<file path="config.mk">
export PLATFORM = sky130hd
export DESIGN_NAME = fsc_div_cell
export DESIGN_NICKNAME = d
export VERILOG_FILES = /design/src/hw/rtl/fsc_div_cell.sv
export SDC_FILE = /design/constraint.sdc
export NUM_CORES = 1
export LEC_CHECK = 0
export ABC_AREA = 1
export BUFFER_PORTS_ARGS = -buffer_cell sky130_fd_sc_hd__buf_2
export CAP_MARGIN = 20
export CORE_ASPECT_RATIO = 1.4
export CORE_MARGIN = 3
export CORE_UTILIZATION = 50
export DETAILED_ROUTE_END_ITERATION = 10
export PLACE_DENSITY = 0.89
export SLEW_MARGIN = 40
export SYNTH_ARGS = -nofsm -noshare
export SYNTH_HDL_FRONTEND = slang
export SYNTH_SLANG_ARGS = --single-unit
</file>
<file path="constraint.sdc">
create_clock -name clock -period 2.8 [get_ports clock]
set_input_delay 0.7 -clock clock [delete_from_list [all_inputs] [get_ports clock]]
set_output_delay 0.7 -clock clock [all_outputs]
set_load 0.01 [all_outputs]
</file>
<file path="src/hw/rtl/fsc_div_cell.sv">
// ----------------------------------------------------------------------------
// Fisheye divider cell
// One restoring division step: resolves one quotient bit and passes the
// partial remainder, divisor and quotient on to the next cell.
// ----------------------------------------------------------------------------
module fsc_div_cell #(
   parameter int DEN_W = 13,
   parameter int QUO_W = 18,
   parameter int BIT   = 0
) (
   input  logic                     clock,
   input  logic                     en,
   input  logic [DEN_W+QUO_W-1:0]   rem_i,
   input  logic [DEN_W-1:0]         den_i,
   input  logic [QUO_W-1:0]         quo_i,
   output logic [DEN_W+QUO_W-1:0]   rem_o,
   output logic [DEN_W-1:0]         den_o,
   output logic [QUO_W-1:0]         quo_o
);

   localparam int REM_W = DEN_W + QUO_W;

   logic [REM_W-1:0] trial;
   logic             ge;
   logic [REM_W-1:0] rem_in, rem_ff;
   logic [QUO_W-1:0] quo_in, quo_ff;
   logic [DEN_W-1:0] den_ff;

   always_comb begin
      trial  = REM_W'(den_i) << BIT;
      ge     = (rem_i >= trial);
      rem_in = ge ? (rem_i - trial) : rem_i;
      quo_in = quo_i | (QUO_W'(ge) << BIT);
   end

   always_ff @(posedge clock) begin
      if (en) begin
         rem_ff <= rem_in;
         quo_ff <= quo_in;
         den_ff <= den_i;
      end
   end

   assign rem_o = rem_ff;
   assign den_o = den_ff;
   assign quo_o = quo_ff;

endmodule

</file>
==> qor_table.md <==
| Item | Value |
|:---|:---|
| RSZ-0062 raised after global routing | no |
| Fraction of final layout cells sized beyond drive strength 1 | 28.6% |
| End of the critical path | rem_o[22] |
| Worst Path Max Fanout | 5 |
| Required time of the critical path | 2.89 ns |
| Setup bufs post-CTS | 0 |
| Mapped Nets | 555 |
| Sequential area share after synthesis | 48.4% |
| Crit path from | rem_i[0] |
| Starting density of the core | 52.0% |
| Residual DRC | 0 |
| Arrival time worst endpoint | 2.54 ns |
| Most frequent cells in the layout | nand2_1 (163), buf_2 (125), inv_1 (85) |
| Met3 global-route usage | 5.57% |
| Lkg Pwr | 2.44 nW |
| Buffers and inverters on the worst path | 3 |
| Commonest non-fill, non-tap cell in the layout | nand2_1 |
| DRT antenna net count | 0 |
| Final worst path period need | 2.45 ns |
| Max Slew Vio Count | 0 |
| Total Routing Usage GR | 25.4% |
| Syn Area/Cell | 8.07 um2 |
| Final hold violation count | 0 |
| Total Power | 0.00240 W |
| Type of origin of the critical path | input pin |
| Total Negative Setup Slacks | 0 ns |
| Max-cap violations | 0 |
| First-pass GRT wire length | 16.6 mm |
| Initial detailed-routing violation count | 122 |
| Result of the run | completed |
| Total of flip-flops plus latches after synthesis | 62 |
| Crit-path max cell delay | 0.44 ns |
| Antenna Diode Count | 0 |
| DR vias | 3523 |
| Remaining Overflow, GRT | 0 |
| Slowest cell on the critical path | fa_1 |
| Initial antenna violation count | 0 |
| Unique masters post-synth | 25 |
| Transition time at the pin with the least slew margin | 0.547 ns |
| Netlist area before placement | 3850 um2 |
| Crit-path leading delay family | simple AND/OR/NAND/NOR gates |
| Library cell used as clock root buffer | clkbuf_8 |
| Worst path depth | 14 |
| Number of input and output port buffers inserted | 125 |
| Pin count of the biggest net entering global routing | 63 |
| Number of warnings issued by yosys | 0 |
| Post-DP HPWL | 8.98 mm |
| FILL cells | 663 |
| Number of clock sinks | 62 |
| Critical Path Most Common Cell | nand2_1 |
| Average routed wire per standard cell | 15.0 um |
| Worst path cell trace | buf_2 -> inv_1 -> ha_1 -> fa_1 -> inv_1 -> nand3_1 -> nand2_1 -> nand2_1 -> nand2_1 -> nand2_1 -> nand2_1 -> nor2_1 -> nand3_1 -> nand2_1 |
| Final weighted congestion in routability-driven placement | 0.940 |
| WS Path Type | input pin to flip-flop |
| TritonCTS clock tree | built |
| Count of instances resized after the clock tree is built | 0 |
| PD cells | 498 nW/um2 |
| Met1 global-route usage | 26.3% |
| GR peak layer | met2 |
| Period Utilization, post-route | 87.6% |
| Hold WC Path Type | input pin to flip-flop |
| Global Route met2 Usage | 47.0% |
| Clock buffers created by TritonCTS | 9 |
| Maximum level of the CTS H-tree | 3 |
| CTS clock-pin slew for the worst setup and hold paths | 0.06 ns |
| Max Clk Rate | 0.407 GHz |
| Number of setup violations in the final report | 0 |
| Max-Slew Margin vs Limit | 63.2% |
| Cells after Synth | 477 |
| Post-CTS Hold Fix Bufs | 0 |
| Area of the core | 7410 um2 |
| Nets | 696 |
| Chip height | 110 um |
| Vias in the first global route | 3576 |
| Area of the die | 8800 um2 |
| Die Span X | 80.2 um |
| Number of placement rows | 37 |
| CP Capture Type | flip-flop |
| Top-level I/O count | 126 |
| First-pass detailed-route iteration total | 6 |
| Peak supply drop | 285 uV |
| Vias per inst | 4.90 |
| Deepest clock path buffer count | 2 |
| Routed WL | 10.8 mm |
| Area growth syn-to-layout | 25.4% |
==> synth_stat cells <==
cell type / instances / area share (%)
nand2_4: 1 / 0.29
nand4_1: 9 / 1.5
xnor2_1: 2 / 0.46
inv_2: 4 / 0.39
xor2_1: 8 / 1.8
buf_6: 3 / 0.88
or2_1: 1 / 0.16
inv_1: 85 / 8.3
nor3_4: 1 / 0.42
nor3_1: 7 / 0.91
nand2_2: 4 / 0.65
o21ai_0: 5 / 0.65
fa_1: 1 / 0.52
o21bai_1: 1 / 0.20
nor2_1: 42 / 4.1
ha_1: 13 / 4.2
buf_4: 1 / 0.20
nor2_2: 5 / 0.81
nand3_1: 38 / 4.9
a21oi_2: 13 / 3.0
a21oi_1: 5 / 0.65
nand2_1: 163 / 16
a21oi_4: 1 / 0.42
edfxtp_1: 62 / 48
or2_2: 2 / 0.33
==> routing by layer <==
layer	wire, um	vias up	share of wire [%]
met1	3940	1585	37
li1	-	1800	-
met2	5840	114	54
met5	0	-	0
met4	379	0	3.5
met3	616	24	5.7
==> through the flow <==
stage	hold WS [ns]	area (um2)	cells	util, %	setup WS (ns)
final	0.535	4830	719	65.2	0.346
after global routing	0.513	4830	719	65.2	0.197
after CTS	0.521	4830	719	65.2	0.349
after detailed placement	0.878	4650	704	62.7	-0.00000910
after global placement	0.877	4650	704	62.7	0.0193
after floorplan	0.799	3850	477	-	0.455
==> worst min-delay path by stage <==
| stage | start | endpoint | slack, ns | cells past startpoint |
|---|---|---|---|---|
| floorplan | den_i[0] | den_o[0] | 0.80 | 0 |
| global placement | quo_i[14] | quo_o[14] | 0.88 | 1 |
| finish | quo_i[12] | quo_o[12] | 0.54 | 1 |
| detailed placement | quo_i[6] | quo_o[6] | 0.88 | 1 |
| CTS | quo_i[12] | quo_o[12] | 0.52 | 1 |
| global route | quo_i[13] | quo_o[13] | 0.51 | 1 |
==> sequential cells by signal (all words and copies together), names as in the netlist <==
signal / cells
den_o: 13
quo_o: 18
rem_o: 31
==> power by group <==
group	total (W)	switching [W]	internal, W
logic	0.000526	0.000328	0.000198
registers	0.00115	0.0000204	0.00113
clock network	0.000728	0.000328	0.000400
==> logic make-up after synthesis <==
kind of cell,synth area share [%]
AOI/OAI and AO/OA,4.88
xor gates and xnor gates,2.28
adders and majority gates,4.75
buffers and inverters,9.75
DFF,48.4
and+or+nand+nor,30.0
==> final cells by class <==
cell class	instances	area [um2]	area share [%]
clock buffers	10	128	2.64
repair buffers	134	718	14.9
inverters	89	334	6.92
clock inverters	5	51.3	1.06
well taps	97	121	2.51
multi-input cells	322	1610	33.4
flip-flops and latches	62	1860	38.6
No activity file was read; power rests on OpenSTA's default activity.
