===== src/hw/rtl/fsc_sqrt_cell.sv =====
// ----------------------------------------------------------------------------
// Fisheye square root cell
// One digit-by-digit square root step: decides one root bit and passes the
// remaining radicand and the partial root on to the next cell.
// ----------------------------------------------------------------------------
module fsc_sqrt_cell #(
   parameter int ROOT_W = 17,
   parameter int BIT    = 0
) (
   input  logic                  clock,
   input  logic                  en,
   input  logic [2*ROOT_W-1:0]   rem_i,
   input  logic [ROOT_W-1:0]     root_i,
   output logic [2*ROOT_W-1:0]   rem_o,
   output logic [ROOT_W-1:0]     root_o
);

   localparam int VAL_W = 2 * ROOT_W;

   logic [VAL_W-1:0]  trial;
   logic              ge;
   logic [VAL_W-1:0]  rem_in, rem_ff;
   logic [ROOT_W-1:0] root_in, root_ff;

   // (root + 2^BIT)^2 - root^2 = root * 2^(BIT+1) + 2^(2*BIT)
   always_comb begin
      trial   = (VAL_W'(root_i) << (BIT + 1)) + (VAL_W'(1) << (2 * BIT));
      ge      = (rem_i >= trial);
      rem_in  = ge ? (rem_i - trial) : rem_i;
      root_in = root_i | (ROOT_W'(ge) << BIT);
   end

   always_ff @(posedge clock) begin
      if (en) begin
         rem_ff  <= rem_in;
         root_ff <= root_in;
      end
   end

   assign rem_o  = rem_ff;
   assign root_o = root_ff;

endmodule


===== config.mk =====
export PLATFORM = sky130hd
export DESIGN_NAME = fsc_sqrt_cell
export DESIGN_NICKNAME = d
export VERILOG_FILES = /design/src/hw/rtl/fsc_sqrt_cell.sv
export SDC_FILE = /design/constraint.sdc
export NUM_CORES = 1
export LEC_CHECK = 0
export BUFFER_PORTS_ARGS = -buffer_cell sky130_fd_sc_hd__buf_2
export CAP_MARGIN = 20
export CORE_UTILIZATION = 35
export DETAILED_ROUTE_END_ITERATION = 6
export GPL_TIMING_DRIVEN = 0
export HOLD_SLACK_MARGIN = 0.03
export PLACE_DENSITY = 0.58
export SLEW_MARGIN = 25
export SYNTH_ARGS = -nofsm -noshare
export SYNTH_HDL_FRONTEND = slang
export SYNTH_SLANG_ARGS = --single-unit

===== constraint.sdc =====
create_clock -name clock -period 3.9 [get_ports clock]
set_clock_uncertainty 0.2 [all_clocks]
set_input_delay 0.39 -clock clock [delete_from_list [all_inputs] [get_ports clock]]
set_output_delay 0.39 -clock clock [all_outputs]
set_load 0.03 [all_outputs]

==> flow_metrics.py, run 1 <==
metrics = {
    "power": {
        "power_density_nw_per_um2": 363.0,
        "vdd_drop_max_mv": 0.1459,
        "p_leak_uw": 0.001641,
    },
    "clock_tree": {
        "clockBufferDepth": 2,
        "path_clk_slew_ps": 90,
        "cts_hold_buf": 0,
        "clock-sinks": 51,
        "htree_levels": 2,
        "clock-root-buffer": "clkbuf_8",
        "post-cts-setup-buffers": 0,
        "cts_resized": 0,
        "cts_tree": "done",
        "cts_buffers": 5,
    },
    "grt": {
        "grt_overflow": 0,
        "grt_antenna_before_repair": 0,
        "grt_max_degree": 52,
        "grt_pass1_wl_um": 12120,
        "grt_pass1_vias": 2547,
        "grt_usage_pct": 15.88,
    },
    "die": {
        "chipHeight_um": 97.33,
        "die_w_um": 97.33,
        "fp-row-count": 34,
        "io_pins": 104,
        "start_util_pct": 36.29,
        "coreArea_um2": 8763,
        "die_area_um2": 9472,
    },
    "synthesis": {
        "synth_area_um2": 3181,
        "synth_cell_types": 49,
        "synth_edf_count": 51,
        "synth_nets": 370,
        "syn_avg_cell_area_um2": 10.67,
        "yosys_warnings": 0,
        "syn_inst": 298,
        "ys.flop_type": "edfxtp_1",
        "ys_async_sr_fraction_pct": 0,
        "synth-seq-cells": 51,
        "ys_seq_area_share_pct": 48.15,
    },
    "layout": {
        "seq_area_um2": 1531,
        "layout_commonest_cell": "buf_2",
        "antenna_cells": 0,
        "final_cell_mix": "buf_2, edfxtp_1, nand2_1, o21ai_0, inv_1",
        "multi_input_area_um2": 1511,
        "fin_area_um2": 3910,
        "fillers": 869,
        "layout.nets": 479,
        "drive_gt1_share_pct": 30.88,
        "area_delta_synth_final_pct": 22.93,
        "final_cells": 516,
    },
    "placement": {
        "pre_cts_ws_ps": 237.2,
        "place.gp.congestion": 0.8382,
        "portBuffers": 102,
        "dpl.hpwl_um": 5669,
        "place_inst": 508,
        "placed_area_um2": 3829,
    },
    "sta": {
        "fin_ws_ps": 582.6,
        "fmax_ghz": 0.3014,
        "relSlewSlack_pct": 56.31,
        "rsz0062_at_grt": "false",
        "setup_tns_ps": 0,
        "hold_viol": 0,
        "timing.final.crit_share_pct": 85.06,
        "min_period_ps": 3317,
        "drv_slew": 0,
        "tightest_slew_ps": 655.4,
        "setup_viol": 0,
    },
    "worst_setup_path": {
        "crit_fanout": 10,
        "startpoint_type": "input port",
        "crit_arrival_ps": 3180,
        "end_kind": "register",
        "cp_data_required_time_ps": 3760,
        "path_class": "in2reg",
    },
    "routing": {
        "firstDrtPassIters": 5,
        "drtIter0Drc": 57,
        "vias": 2594,
        "vias_per_cell": 5.027,
        "routedWlPerCell_um": 14.29,
        "drcViolationCount": 0,
        "postRouteAntennaNets": 0,
        "drt_wl_total_um": 7373,
    },
    "status": {
        "status": "completed",
    },
    "hold_path": {
        "hp-class": "in2reg",
    },
    "job": {
        "maxCapViolCount": 0,
    },
}
==> kinds of logic after synthesis <==
logic type | Yosys count | synth area share [%]
DFF | 51 | 48.15
adders and majority gates | 19 | 7.711
AOI/OAI and AO/OA | 71 | 14.67
and+or+nand+nor | 94 | 15.97
muxes | 1 | 0.3540
xor gates and xnor gates | 32 | 8.812
buffers and inverters | 30 | 4.327
==> power breakdown <==
group	internal [uW]	total [uW]	leakage, uW	switching (uW)
combinational	141	426	0.00110	285
sequential	678	691	0.000499	12.8
clock	127	302	0.0000422	176
==> final timing paths <==
kind	from	endpoint	slack (ps)	depth (start not counted)
setup / recovery	rem_i[1]	rem_o[1]$_DFFE_PP_	580	10
hold / removal	root_i[3]	root_o[3]$_DFFE_PP_	80	1
==> state kept, by name, summed over array words and instances (netlist names) <==
register	flops
rem_o	34
root_o	17
==> final cells by class <==
cell class | count | area share (%)
flip-flops and latches | 51 | 39.17
multi-input cells | 217 | 38.66
repair buffers | 102 | 13.12
well taps | 108 | 3.456
clock buffers | 7 | 1.952
inverters | 19 | 1.824
plain buffers | 11 | 1.696
clock inverters | 1 | 0.1280
==> cell usage after synthesis (all sizes together), types with 5 or more instances <==
master / count / area [um^2]
nor4: 5 / 46.29
nand3: 8 / 40.04
edfxtp: 51 / 1531
xor2: 16 / 140.1
xnor2: 16 / 140.1
o21ai: 26 / 130.1
a211oi: 5 / 47.54
clkbuf: 6 / 23.77
nor3: 5 / 30.03
or4: 5 / 45.04
a21o: 8 / 60.06
nand4: 5 / 31.28
nand2: 35 / 131.4
inv: 19 / 71.32
nor2: 15 / 56.30
nor4b: 5 / 56.31
ha: 18 / 225.2
buf: 5 / 42.53
a21oi: 14 / 70.07
==> per-stage QoR <==
stage               total power (uW)  utilization [%]  hold WS, ps
floorplan                      996.4                -        288.9
global placement                1129            43.66        384.1
detailed placement              1132            43.69        384.7
CTS                             1438            44.62        65.36
global route                    1496            44.62        57.62
finish                          1419            44.62        76.75
==> layer usage <==
| layer | routed length [um] | global-route usage (%) |
|---|---|---|
| met3 | 412 | 3.525 |
| met2 | 3444 | 25.79 |
| met5 | 0 | 0 |
| met1 | 3447 | 21.52 |
| met4 | 68 | 3.959 |
==> critical path: stages <==
cell,delay (ps)
buf_2,120
fa_1,450
a21o_1,220
a221oi_2,430
o221ai_1,360
a211oi_2,390
and2_4,190
buf_6,120
buf_6,160
mux2_2,340
(Power assumes the default switching activity.)
==> run 2, diff against run 1 <==
Settings changed: CORE_UTILIZATION 35 to 51, PLACE_DENSITY 0.58 to 0.79.
==> run 2 against run 1 <==
Compared with the run above:
- non-clock buffer count is the same
- critical path depth increased by 1
- largest cell class unchanged
- cell count is 6.8% lower
- highest routed layer unchanged
- global-route usage is 6.8 points higher
- combinational power up 0.9%
- clock power fell by 6%
==> flow_metrics.py, run 2 (same netlist as run 1, synthesis figures left out) <==
metrics = {
    "routing": {
        "drt_wl_total_um": 7244,
        "vias_per_cell": 5.561,
        "postRouteAntennaNets": 0,
        "routedWlPerCell_um": 15.06,
        "drcViolationCount": 0,
        "vias": 2675,
        "drtIter0Drc": 177,
        "firstDrtPassIters": 5,
    },
    "power": {
        "p_leak_uw": 0.001636,
        "power_density_nw_per_um2": 364.0,
        "vdd_drop_max_mv": 0.1895,
        "power_uw": 1405,
    },
    "grt": {
        "grt_usage_pct": 22.70,
        "grt_pass1_vias": 2566,
        "grt_overflow": 0,
        "grt_antenna_before_repair": 0,
        "grt_max_degree": 52,
        "grt_pass1_wl_um": 11410,
    },
    "hold_path": {
        "worstHoldPathCells": 1,
        "hold_start": "root_i[13]",
        "hp-class": "in2reg",
        "hold_end": "root_o[13]$_DFFE_PP_",
    },
    "layout": {
        "drive_gt1_share_pct": 30.79,
        "final_cell_mix": "buf_2, edfxtp_1, nand2_1, o21ai_0, inv_1",
        "antenna_cells": 0,
        "layout_commonest_cell": "buf_2",
        "layout.nets": 479,
        "area_delta_synth_final_pct": 21.36,
        "largest_reg_flops": 34,
    },
    "worst_setup_path": {
        "end_kind": "register",
        "path_class": "in2reg",
        "startpoint_type": "input port",
        "crit_fanout": 10,
        "cp_data_required_time_ps": 3760,
        "crit_arrival_ps": 3180,
    },
    "sta": {
        "setup_tns_ps": 0,
        "relSlewSlack_pct": 56.22,
        "hold_viol": 0,
        "drv_slew": 0,
        "tightest_slew_ps": 656.7,
        "fin_ws_ps": 578.4,
        "fmax_ghz": 0.3011,
        "timing.final.crit_share_pct": 85.17,
        "min_period_ps": 3322,
        "rsz0062_at_grt": "false",
        "setup_viol": 0,
    },
    "die": {
        "fp-row-count": 28,
        "start_util_pct": 53.40,
        "coreArea_um2": 5956,
        "io_pins": 104,
        "chipHeight_um": 80.97,
        "die_w_um": 80.97,
        "die_area_um2": 6556,
    },
    "clock_tree": {
        "clock-root-buffer": "clkbuf_8",
        "path_clk_slew_ps": 90,
        "htree_levels": 2,
        "cts_tree": "done",
        "clock-sinks": 51,
        "cts_hold_buf": 0,
        "cts_buffers": 5,
        "clockBufferDepth": 2,
        "post-cts-setup-buffers": 0,
        "cts_resized": 0,
    },
    "placement": {
        "pre_cts_ws_ps": 266.9,
        "dpl.hpwl_um": 5459,
        "portBuffers": 102,
        "place.gp.congestion": 0.8311,
    },
    "status": {
        "status": "completed",
    },
    "job": {
        "maxCapViolCount": 0,
    },
}
run 2: changes by cell type in the layout (fill, tap and decap cells not counted):
cell      previous run  this run
clkbuf_1             7         6
clkinv_2             1         0
run 2: power by group:
group / switching (uW) / internal (uW)
clock network: 164 / 120
registers: 12.7 / 678
logic: 288 / 142
total: 465 / 940
run 2: critical path, stage by stage:
cell and delay (ps):
buf_2 80, inv_1 70, fa_1 440, a21o_1 220, a221oi_2 410, o221ai_1 370
a211oi_2 390, and2_4 190, buf_6 120, buf_6 150, mux2_2 330
run 2: stage by stage:
step / util (%) / instance area [um^2] / hold WS [ps] / instances
after CTS: 64.77 / 3857 / 71.30 / 481
after global placement: 63.55 / 3785 / 383.4 / 475
final: 64.81 / 3860 / 76.76 / 481
after detailed placement: 63.55 / 3785 / 382.4 / 475
after floorplan: - / 3181 / 288.9 / 298
after global routing: 64.81 / 3860 / 72.78 / 481
run 2: final cells by class:
type,instances,area (um^2)
plain buffers,11,66.31
multi-input cells,217,1511
well taps,75,93.84
fillers,518,2096
flip-flops and latches,51,1531
clock buffers,6,72.57
inverters,19,71.32
repair buffers,102,513.0
run 2: worst max-delay path by stage:
stage | start | endpoint | slack [ps] | cells past startpoint
3_5_place_dp | root_i[0] | rem_o[1]$_DFFE_PP_ | 270 | 11
2_1_floorplan | root_i[0] | rem_o[1]$_DFFE_PP_ | 730 | 10
3_3_place_gp | rem_i[1] | rem_o[1]$_DFFE_PP_ | 300 | 10
5_1_grt | root_i[0] | rem_o[16]$_DFFE_PP_ | 440 | 12
4_1_cts | root_i[0] | rem_o[1]$_DFFE_PP_ | 590 | 11
6_report | root_i[0] | rem_o[1]$_DFFE_PP_ | 580 | 11
run 2: routing by layer:
metal / share of wire, % / up-vias / track usage [%]
met4: 1.3 / 0 / 7.679
met3: 6.3 / 10 / 4.157
met1: 44 / 1236 / 28.98
met5: 0 / - / 0
li1: - / 1314 / -
met2: 48 / 115 / 38.57
